==> src/hdl/gtm_pkg.sv <==
package gtm_pkg;

    // table geometry
    localparam int NODES          = 256;
    localparam int SLOTS_PER_NODE = 8;
    localparam int NODE_W         = $clog2(NODES);
    localparam int SLOT_W         = $clog2(SLOTS_PER_NODE);
    localparam int TBL_DEPTH      = NODES * SLOTS_PER_NODE;
    localparam int TBL_AW         = $clog2(TBL_DEPTH);

    // one stored slot, address in the lowest bits
    typedef struct packed {
        logic [31:0] stamp;
        logic [7:0]  hw_type;
        logic [7:0]  hw_address;
    } entry_t;

    localparam int ENTRY_W = $bits(entry_t);

    // result status codes
    typedef enum logic [2:0] {
        STAT_REFRESH  = 3'd0,
        STAT_FILLED   = 3'd1,
        STAT_REPLACED = 3'd2,
        STAT_READ     = 3'd3,
        STAT_REJECT   = 3'd4
    } status_t;

    // sequencer states
    typedef enum logic [2:0] {
        ST_CLEAR,
        ST_IDLE,
        ST_READ,
        ST_SCAN,
        ST_WAIT,
        ST_DECIDE,
        ST_RESP
    } state_t;

    // control from the sequencer to the scan unit
    typedef struct packed {
        logic              start;
        logic              beat;
        logic [SLOT_W-1:0] slot;
        logic [7:0]        key_address;
        logic [7:0]        key_type;
    } scan_ctrl_t;

    // outcome of a group scan
    typedef struct packed {
        logic              have_match;
        logic              have_free;
        logic              have_old;
        logic [SLOT_W-1:0] match_slot;
        logic [SLOT_W-1:0] free_slot;
        logic [SLOT_W-1:0] old_slot;
    } scan_res_t;

endpackage

==> src/hdl/gtm_scan.sv <==
module gtm_scan
    import gtm_pkg::*;
(
    input  logic       aclk,
    input  logic       aresetn,
    input  scan_ctrl_t ctrl,
    input  entry_t     rd_entry,
    output scan_res_t  res
);

    logic              have_match_reg, have_match_next;
    logic              have_free_reg,  have_free_next;
    logic              have_old_reg,   have_old_next;
    logic [SLOT_W-1:0] match_slot_reg, match_slot_next;
    logic [SLOT_W-1:0] free_slot_reg,  free_slot_next;
    logic [SLOT_W-1:0] old_slot_reg,   old_slot_next;
    logic [31:0]       old_stamp_reg,  old_stamp_next;
    logic              empty;
    logic              same;

    assign empty = (rd_entry.hw_address == 8'd0) && (rd_entry.hw_type == 8'd0);
    assign same  = (rd_entry.hw_address == ctrl.key_address) &&
                   (rd_entry.hw_type == ctrl.key_type);

    // fold one slot per beat into the running match / free / oldest picks
    always_comb begin
        have_match_next = have_match_reg;
        have_free_next  = have_free_reg;
        have_old_next   = have_old_reg;
        match_slot_next = match_slot_reg;
        free_slot_next  = free_slot_reg;
        old_slot_next   = old_slot_reg;
        old_stamp_next  = old_stamp_reg;
        if (ctrl.start) begin
            have_match_next = 1'b0;
            have_free_next  = 1'b0;
            have_old_next   = 1'b0;
        end else if (ctrl.beat && !have_match_reg) begin
            if (empty) begin
                if (!have_free_reg) begin
                    have_free_next = 1'b1;
                    free_slot_next = ctrl.slot;
                end
            end else if (same) begin
                have_match_next = 1'b1;
                match_slot_next = ctrl.slot;
            end else if (!have_old_reg || (rd_entry.stamp < old_stamp_reg)) begin
                have_old_next  = 1'b1;
                old_slot_next  = ctrl.slot;
                old_stamp_next = rd_entry.stamp;
            end
        end
    end

    // flags
    always_ff @(posedge aclk) begin
        if (!aresetn) begin
            have_match_reg <= 1'b0;
            have_free_reg  <= 1'b0;
            have_old_reg   <= 1'b0;
        end else begin
            have_match_reg <= have_match_next;
            have_free_reg  <= have_free_next;
            have_old_reg   <= have_old_next;
        end
    end

    // slot picks and oldest stamp
    always_ff @(posedge aclk) begin
        match_slot_reg <= match_slot_next;
        free_slot_reg  <= free_slot_next;
        old_slot_reg   <= old_slot_next;
        old_stamp_reg  <= old_stamp_next;
    end

    assign res.have_match = have_match_reg;
    assign res.have_free  = have_free_reg;
    assign res.have_old   = have_old_reg;
    assign res.match_slot = match_slot_reg;
    assign res.free_slot  = free_slot_reg;
    assign res.old_slot   = old_slot_reg;

    // a match ends the scan: nothing changes once it is seen
    assert property (@(posedge aclk) disable iff (!aresetn)
        (have_match_reg && !ctrl.start) |=> (match_slot_reg == $past(match_slot_reg)))
        else $error("match slot changed after match");

    // the first free slot is never overwritten by a later one
    assert property (@(posedge aclk) disable iff (!aresetn)
        (have_free_reg && !ctrl.start) |=> (free_slot_reg == $past(free_slot_reg)))
        else $error("free slot changed after first free seen");

    // a fresh scan starts with nothing found
    assert property (@(posedge aclk) disable iff (!aresetn)
        ctrl.start |=> (!have_match_reg && !have_free_reg && !have_old_reg))
        else $error("scan state not cleared on start");

endmodule

==> config.mk <==
export PLATFORM = sky130hd
export DESIGN_NAME = gtm_scan
export DESIGN_NICKNAME = d
export VERILOG_FILES = /design/src/hdl/gtm_pkg.sv /design/src/hdl/gtm_scan.sv
export SDC_FILE = /design/constraint.sdc
export NUM_CORES = 1
export LEC_CHECK = 0
export ABC_AREA = 1
export BUFFER_PORTS_ARGS = -buffer_cell sky130_fd_sc_hd__buf_4
export CORE_MARGIN = 10
export CORE_UTILIZATION = 50
export DETAILED_ROUTE_END_ITERATION = 10
export GPL_TIMING_DRIVEN = 0
export PLACE_DENSITY = 0.78
export RECOVER_POWER = 100
export SYNTH_ARGS = -nofsm -noshare
export SYNTH_HDL_FRONTEND = slang
export SYNTH_SLANG_ARGS = --single-unit
==> constraint.sdc <==
create_clock -name aclk -period 4.56 [get_ports aclk]
set_input_delay 0.456 -clock aclk [delete_from_list [all_inputs] [get_ports aclk]]
set_output_delay 0.456 -clock aclk [all_outputs]
set_load 0.01 [all_outputs]
# Yosys cells after proc, flatten, opt, wreduce, memory -nomap -nowiden
# Index checks and enable logic that the tools add are counted.
[totals]
register_bits = 44
in_bits = 71
output_inout_bits = 12
wordCells = 30
[classes]
n_lt_le_gt_ge = 1
n_eq_ne = 2
n_bitwise = 5
n_reduce_logical = 15
[op_table]
columns = ["op", "n"]
rows = [
  ["32-bit less-than comparator", 1],
  ["8-bit equality test", 2],
  ["8-bit logical NOT", 2],
  ["4-bit AND reduction", 3],
  ["1-bit inverter", 5],
  ["5-bit AND reduction", 1],
  ["1-bit logical AND", 3],
  ["3-bit AND reduction", 1],
  ["1-bit logical NOT", 2],
  ["2-bit AND reduction", 1],
  ["2-bit OR reduction", 1],
  ["1-bit logical OR", 1],
]

# Longest topological paths before layout
# Gate-level depths: netlist (run 1).
[logic_depth]
depth_word = 4
ltp_mapped = 13
mapped_depth_nobuf = 13

# Worst setup path before layout (run 1)
# Ideal clock, no wire load.
[synth_path]
path_type = "input to register"
start = "in rd_entry[21] in the netlist's numbering"
end = "reg old_slot_reg[0] (enable)"
setup_ps = 439
arrival_ps = 2991
required_time_ps = 4121
slack_ps = 1131
path_stages = 10
n_path_buf = 0
cell_sequence = "ha_1 -> a21oi_1 -> nor2_1 -> nor3_1 -> nand2_1 -> nand2_1 -> nand2_1 -> nand2_1 -> nand2_1 -> a21oi_1"
[synth_via]
elab_chain_cells = 3
[synth_rtl]
columns = ["element", "line", "text"]
rows = [
  ["from (decl)", "gtm_scan.sv:7", "input entry_t rd_entry,"],
  ["32-bit less-than comparator", "gtm_scan.sv:47", "end else if (!have_old_reg || (rd_entry.stamp < old_stamp_reg)) begin"],
  ["1-bit logical OR", "gtm_scan.sv:47", ""],
  ["5-bit AND reduction (no line)", "-", ""],
  ["to (signal assigned)", "gtm_scan.sv:72", "old_slot_reg <= old_slot_next;"],
  ["to (decl)", "gtm_scan.sv:16", "logic [SLOT_W-1:0] old_slot_reg, old_slot_next;"],
]
# No other way between the ends.
# A chain may end at the register's enable or synchronous reset.

# Worst setup path after layout (run 1)
[layout_path]
start = "reg old_stamp_reg[5]"
end = "reg old_stamp_reg[1] (enable)"
[layout_via]
elab_chain_cells = 3
[layout_rtl]
columns = ["element", "line", "text"]
rows = [
  ["from (decl)", "gtm_scan.sv:17", "logic [31:0] old_stamp_reg, old_stamp_next;"],
  ["from (signal assigned)", "gtm_scan.sv:73", "old_stamp_reg <= old_stamp_next;"],
  ["32-bit less-than comparator", "gtm_scan.sv:47", ""],
  ["1-bit logical OR", "gtm_scan.sv:47", ""],
  ["5-bit AND reduction (no line)", "-", ""],
]
# No other way between the ends.

==> results of run 1 <==
## power breakdown
group / switching, uW / total (uW) / leakage, uW / internal (uW)
logic: 64.5 / 133 / 0.000975 / 68.3
clock network: 129 / 322 / 0.0000645 / 193
registers: 3.89 / 462 / 0.000406 / 458
## synth_stat cells
library cell,count,area (sq um)
dfxtp_1,3,60.1
buf_4,3,22.5
a21oi_1,18,90.1
a21oi_2,1,8.76
nand2_1,38,143
edfxtp_1,41,1230
o21a_1,1,7.51
inv_2,3,11.3
xnor2_1,16,140
nor2_1,17,63.8
nand4_1,5,31.3
nor4_2,2,25.0
ha_1,31,388
o21ai_0,4,20.0
nor3_1,3,15.0
inv_1,45,169
nand3_1,5,25.0
## worst max path at each step
stage                              to             start  slack [ns]
finish               old_stamp_reg[1]  old_stamp_reg[5]        1.64
global route        old_stamp_reg[15]  old_stamp_reg[5]        1.33
CTS                   old_slot_reg[0]  old_stamp_reg[5]        2.23
detailed placement   old_stamp_reg[1]      rd_entry[21]        2.03
global placement     old_stamp_reg[1]      rd_entry[21]        0.03
floorplan             old_slot_reg[0]      rd_entry[21]        1.13
## cell families (layout without fill, tap and decap cells)
logic type               count (synthesis)  after routing  share of synthesized area
AO/OA/AOI/OAI                           24             24                     0.0516
XOR/XNOR                                16             16                     0.0572
adder cells (fa/ha/maj)                 31             31                      0.158
buffers and inverters                   51            142                     0.0827
flip-flops                              44             44                      0.527
AND/OR/NAND/NOR                         70             70                      0.124
## stage by stage
step | power, uW | setup slack [ns] | area [sq um] | instances
2_1_floorplan | 539 | 1.13 | 2450 | 236
3_3_place_gp | 609 | 0.0329 | 3150 | 385
3_5_place_dp | 618 | 2.03 | 3190 | 386
4_1_cts | 938 | 2.23 | 3320 | 394
5_1_grt | 970 | 1.33 | 3160 | 394
6_report | 917 | 1.64 | 3160 | 394
## per-layer routing
layer | wire length, um | part of all wire | vias to the layer above | GRT usage
met5 | 0 | 0 | - | 0
met3 | 464 | 0.089 | 9 | 0.0599
met4 | 98 | 0.019 | 0 | 0.0557
met2 | 2590 | 0.50 | 62 | 0.229
li1 | - | - | 959 | -
met1 | 2050 | 0.39 | 836 | 0.140
## critical path, stage by stage (launching register included)
cell      delay (ns)
edfxtp_1        0.38
inv_1           0.07
ha_1            0.23
a21oi_1         0.13
nor2_1          0.05
nor3_1          0.12
nand2_1         0.08
nand2_1         0.05
nand2_1         0.06
nand2_1         0.06
nand2_1         0.05
a21oi_1         1.09
buf_16          0.26
## cell type report
type                       count  area, sq um
fill                         426         1560
sequential                    44         1290
multi-input combinational    141          947
timing repair buffer          83          508
inverter                      48          180
clock buffer                   7         96.3
tap                           67         83.8
clock inverter                 1         30.0
buffer                         3         22.5
==> flow_metrics.env, run 1 <==
export IMPL_cts_root_buf="clkbuf_8"
export IMPL_ant_nets=0
export IMPL_synth_warning_count=0
export IMPL_reg2regPathDepth=12
export IMPL_min_path_type="in2reg"
export IMPL_totalNegativeSetupSlack_ns=0
export IMPL_drv_cap=0
export IMPL_whs_ns=0.368
export IMPL_cts_hold_buffers=0
export IMPL_vias_per_cell=4.74
export IMPL_finalSetupViolCount=0
export IMPL_min_period_ns=2.92
export IMPL_min_to="old_stamp_reg[20]"
export IMPL_crit_required_ns=4.56
export IMPL_final_common_cell="inv_1"
export IMPL_drt_first_pass_iters=4
export IMPL_area_delta_synth_final_pct=28.9
export IMPL_cp_end_kind="register"
export IMPL_hpwlAfterDp_um=4360
export IMPL_drc=0
export IMPL_num_vias=1866
export IMPL_antenna_found_initial=0
export IMPL_min_delay_start="rd_entry[36]"
export IMPL_globalplace_congestion=0.729
export IMPL_grt_overflow=0
export IMPL_numCtsBuffers=5
export IMPL_slew_violations=0
export IMPL_rsz0062_at_grt="no"
export IMPL_largest_reg_flops=32
export IMPL_r2r_setup_slack_ns=1.64
export IMPL_ios=83
export IMPL_synth_cells=236
export IMPL_synth_fp_nets=338
export IMPL_crit_arrival_ns=2.93
export IMPL_initial_core_util=0.519
export IMPL_die_y_um=90.0
export IMPL_io_buffers=82
export IMPL_coreArea_sq_um=4720
export IMPL_post_cts_buffers=0
export IMPL_clk_pin_slew_worst_paths_ns=0.08
export IMPL_cts_buffer_depth=2
export IMPL_drtIter0Drc=43
export IMPL_tritoncts="done"
export IMPL_clk_latency_ns=0.29
export IMPL_whs_path_depth=1
export IMPL_grt_first_pass_wirelength_um=9050
export IMPL_grt_max_degree=24
export IMPL_cts_htree_levels=2
export IMPL_insertedDiodeCount=0
export IMPL_rr_endpoint="old_stamp_reg[1]"
export IMPL_relSlewSlack=0.0318
export IMPL_final_cell_mix="inv_1 (46), edfxtp_1 (41), nand2_1 (38)"
export IMPL_final_nets=428
export IMPL_ys_ff_latch=44
export IMPL_critPathLaunchType="register"
export IMPL_grt_usage=0.134
export IMPL_grt_pass1_vias=2051
export IMPL_hold_viol=0
export IMPL_clock_sinks=44
export IMPL_synth_cell_area_sq_um=2450
export IMPL_avgRoutedWirePerCell_um=13.2
export IMPL_worst_clock_skew_ns=0.00421
export IMPL_synth_distinct_cells=17
export IMPL_finalWirelength_um=5210
export IMPL_die_width_um=90.0
export IMPL_num_rows=25
export IMPL_tightest_slew_ns=1.45
export IMPL_fp_dieArea_sq_um=8100
export IMPL_fmax_ghz=0.342
export IMPL_p_leak_uw=0.00144
export IMPL_max_vdd_ir_drop_mv=0.110
export IMPL_post_cts_resized=0
export IMPL_drive_gt1_frac=0.187
export IMPL_crit_type="reg2reg"
export IMPL_power_density_nw_per_um2=290
export IMPL_path_max_fanout=23
export IMPL_synth_area_per_cell_sq_um=10.4
export IMPL_post_route_util=0.669
export IMPL_synth_seq_area_share=0.527
export IMPL_r2r_start="old_stamp_reg[5]"
export IMPL_fin_crit_sh=0.641
export IMPL_outcome="finished clean"
Note: power is estimated with default switching activity, not from simulation.
==> run 2, diff against run 1 <==
--- a/config.mk
+++ b/config.mk
@@ -5,13 +5,13 @@
 export SDC_FILE = /design/constraint.sdc
 export NUM_CORES = 1
 export LEC_CHECK = 0
-export ABC_AREA = 1
+export ABC_AREA = 0
 export BUFFER_PORTS_ARGS = -buffer_cell sky130_fd_sc_hd__buf_4
 export CORE_MARGIN = 10
 export CORE_UTILIZATION = 50
 export DETAILED_ROUTE_END_ITERATION = 10
 export GPL_TIMING_DRIVEN = 0
-export PLACE_DENSITY = 0.78
+export PLACE_DENSITY = 0.79
 export RECOVER_POWER = 100
 export SYNTH_ARGS = -nofsm -noshare
 export SYNTH_HDL_FRONTEND = slang
==> constraint.sdc (replaced) <==
create_clock -name aclk -period 2.8 [get_ports aclk]
set_input_delay 0.28 -clock aclk [delete_from_list [all_inputs] [get_ports aclk]]
set_output_delay 0.28 -clock aclk [all_outputs]
set_load 0.01 [all_outputs]
==> run 2 against run 1 <==
Compared with the run above:
- first-iteration DRC count shrank 16%
- cell count down 11%
- register-to-register slack got worse by 1.3 ns
- count of clock-buffer cells in the layout shrank 2
- sequential power grew 63%
- non-clock buffer count grew 2
- routed wire length down 1.7%
- global-route usage is 0.27 points higher
- largest power group unchanged
- highest routed layer unchanged
==> flow_metrics.env, run 2 <==
export IMPL_ios=83
export IMPL_vias_per_cell=5.13
export IMPL_crit_arrival_ns=2.42
export IMPL_place_area_sq_um=3080
export IMPL_fillers=391
export IMPL_cts_buffer_depth=2
export IMPL_drive_gt1_frac=0.237
export IMPL_cts_root_buf="clkbuf_8"
export IMPL_p_leak_uw=0.00138
export IMPL_numCtsBuffers=5
export IMPL_synth_mux_area_fraction=0
export IMPL_clk_latency_ns=0.29
export IMPL_die_y_um=89.1
export IMPL_cts_htree_levels=2
export IMPL_synth_cell_area_sq_um=2390
export IMPL_fp_dieArea_sq_um=7940
export IMPL_slew_violations=0
export IMPL_area_delta_synth_final_pct=30.9
export IMPL_min_period_ns=2.43
export IMPL_tightest_slew_ns=0.587
export IMPL_synthFlopType="edfxtp_1"
export IMPL_critPathLaunchType="register"
export IMPL_die_width_um=89.1
export IMPL_grt_first_pass_wirelength_um=8540
export IMPL_globalplace_congestion=0.728
export IMPL_synthArstFlopShare=0
export IMPL_synth_simple_area_share=0.107
export IMPL_synth_fp_nets=303
export IMPL_fmax_ghz=0.411
export IMPL_min_path_type="in2reg"
export IMPL_avgRoutedWirePerCell_um=14.7
export IMPL_pre_cts_slack_ns=-0.206
export IMPL_finalSetupViolCount=0
export IMPL_synth_seq_area_share=0.541
export IMPL_grt_pass1_vias=2026
export IMPL_power_uw=1350
export IMPL_ant_nets=0
export IMPL_num_rows=25
export IMPL_fin_crit_sh=0.869
export IMPL_synth_cells=201
export IMPL_synth_warning_count=0
export IMPL_outcome="finished clean"
export IMPL_power_density_nw_per_um2=433
export IMPL_grt_max_degree=19
export IMPL_synth_area_leaders="edfxtp_1 (52%), ha_1 (16%), xor2_1 (5.9%)"
export IMPL_antenna_found_initial=0
export IMPL_max_vdd_ir_drop_mv=0.310
export IMPL_hold_viol=0
export IMPL_drv_cap=0
export IMPL_cp_end_kind="register"
export IMPL_synth_most_common_cell="edfxtp_1"
export IMPL_synth_xor_area_share=0.0587
export IMPL_initial_core_util=0.512
export IMPL_final_cell_mix="edfxtp_1 (41), buf_4 (36), inv_1 (33)"
export IMPL_netlist_area_leader_share=0.516
export IMPL_critical_path_max_stage_delay_ns=0.37
export IMPL_cts_hold_buffers=0
export IMPL_synth_fa_ha_area_frac=0.163
export IMPL_rsz0062_at_grt="no"
export IMPL_synth_common_cells="edfxtp_1 (41), inv_1 (33), ha_1 (31), xor2_1 (16), nor2_1 (13)"
export IMPL_finalWirelength_um=5120
export IMPL_synth_edff_count=41
export IMPL_grt_overflow=0
export IMPL_path_cells="inv_1 -> ha_1 -> a211o_1 -> a31oi_1 -> o221ai_1 -> a21oi_1 -> o21ai_1 -> a31oi_4 -> clkbuf_1"
export IMPL_hpwlAfterDp_um=4190
export IMPL_worst_clock_skew_ns=0.00647
export IMPL_fin_ws_ns=0.366
export IMPL_tritoncts="done"
export IMPL_drt_first_pass_iters=4
export IMPL_post_route_util=0.670
export IMPL_coreArea_sq_um=4660
export IMPL_final_nets=396
export IMPL_clk_pin_slew_worst_paths_ns=0.08
export IMPL_synth_top_family_by_area="adder cells"
export IMPL_num_vias=1790
export IMPL_path_max_fanout=4
export IMPL_drc=0
export IMPL_drtIter0Drc=36
export IMPL_crit_type="reg2reg"
export IMPL_final_common_cell="edfxtp_1"
export IMPL_synth_area_per_cell_sq_um=11.9
export IMPL_crit_required_ns=2.79
export IMPL_yosys_area_top_type="edfxtp_1"
export IMPL_relSlewSlack=0.605
export IMPL_io_buffers=82
export IMPL_ys_ff_latch=44
export IMPL_synth_distinct_cells=26
export IMPL_insertedDiodeCount=0
export IMPL_grt_usage=0.137
export IMPL_final_area_sq_um=3120
export IMPL_crit_path_top_delay_cell="edfxtp_1"
export IMPL_synth_compound_area_frac=0.0692
export IMPL_clock_sinks=44
export IMPL_largest_reg_flops=32
## run 2: cell count changes after synthesis, moves of 4 or more
cell,previous run,this run
nand2_1,38,12
xnor2_1,16,0
xor2_1,0,16
inv_1,45,33
nor4_1,0,9
a21oi_1,18,12
a31oi_1,0,4
nand3_1,5,1
nor2_1,17,13
## run 2: cell type report
class / count / area (sq um) / area share
Buffer: 3 / 22.5 / 0.00721
Clock buffer: 5 / 68.8 / 0.0220
Clock inverter: 3 / 18.8 / 0.00601
Inverter: 33 / 124 / 0.0396
Multi-Input combinational cell: 122 / 985 / 0.315
Sequential cell: 44 / 1290 / 0.413
Tap cell: 54 / 67.6 / 0.0216
Timing Repair Buffer: 85 / 547 / 0.175
## run 2: metrics by stage
| step | setup TNS, ns | hold WS [ns] | std cells |
|---|---|---|---|
| 6_report | 0 | 0.190 | 349 |
| 5_1_grt | 0 | 0.179 | 349 |
| 4_1_cts | 0 | 0.161 | 346 |
| 3_5_place_dp | -7.19 | 0.468 | 337 |
| 3_3_place_gp | -6.10 | 0.468 | 337 |
| 2_1_floorplan | 0 | 0.379 | 201 |
## run 2: final timing paths
path,from,end,slack [ns],cells after the start
worst max-delay path,old_stamp_reg[2],old_stamp_reg[4],0.37,9
worst min-delay path,rd_entry[16],old_stamp_reg[0],0.19,1
worst max register to register,old_stamp_reg[2],old_stamp_reg[4],0.37,9
worst min register to register,have_match_reg,have_match_reg,0.51,2
## run 2: cell families after synthesis
logic type                 after synthesis
adders and majority gates               31
AOI/OAI and AO/OA                       28
xor gates and xnor gates                16
DFF                                     44
and+or+nand+nor                         46
buffers and inverters                   36
## run 2: metal layers
layer  track usage  vias to the layer above  wire length (um)
met5             0                        -                 0
met4        0.0332                        0                42
met3        0.0747                        6               634
met2         0.234                       70              2480
met1         0.143                      807              1970
li1              -                      907                 -
## run 2: where the power goes
group	internal (uW)	switching, uW	total [uW]
logic	112	108	221
clock network	174	208	382
registers	746	6.01	752
## run 2: what timing repair did
action	CTS	global route
gates cloned	1	0
gates resized for setup	1	0
pin swaps	1	0
buffers inserted	0	3
endpoints found under the setup margin	35	35
## run 2: worst max-delay path: cells and delay by family (launching register included)
kind | cells | cell delay, ns
AOI/OAI and AO/OA | 6 | 1.24
DFF | 1 | 0.37
buffers and inverters | 2 | 0.31
adders and majority gates | 1 | 0.23
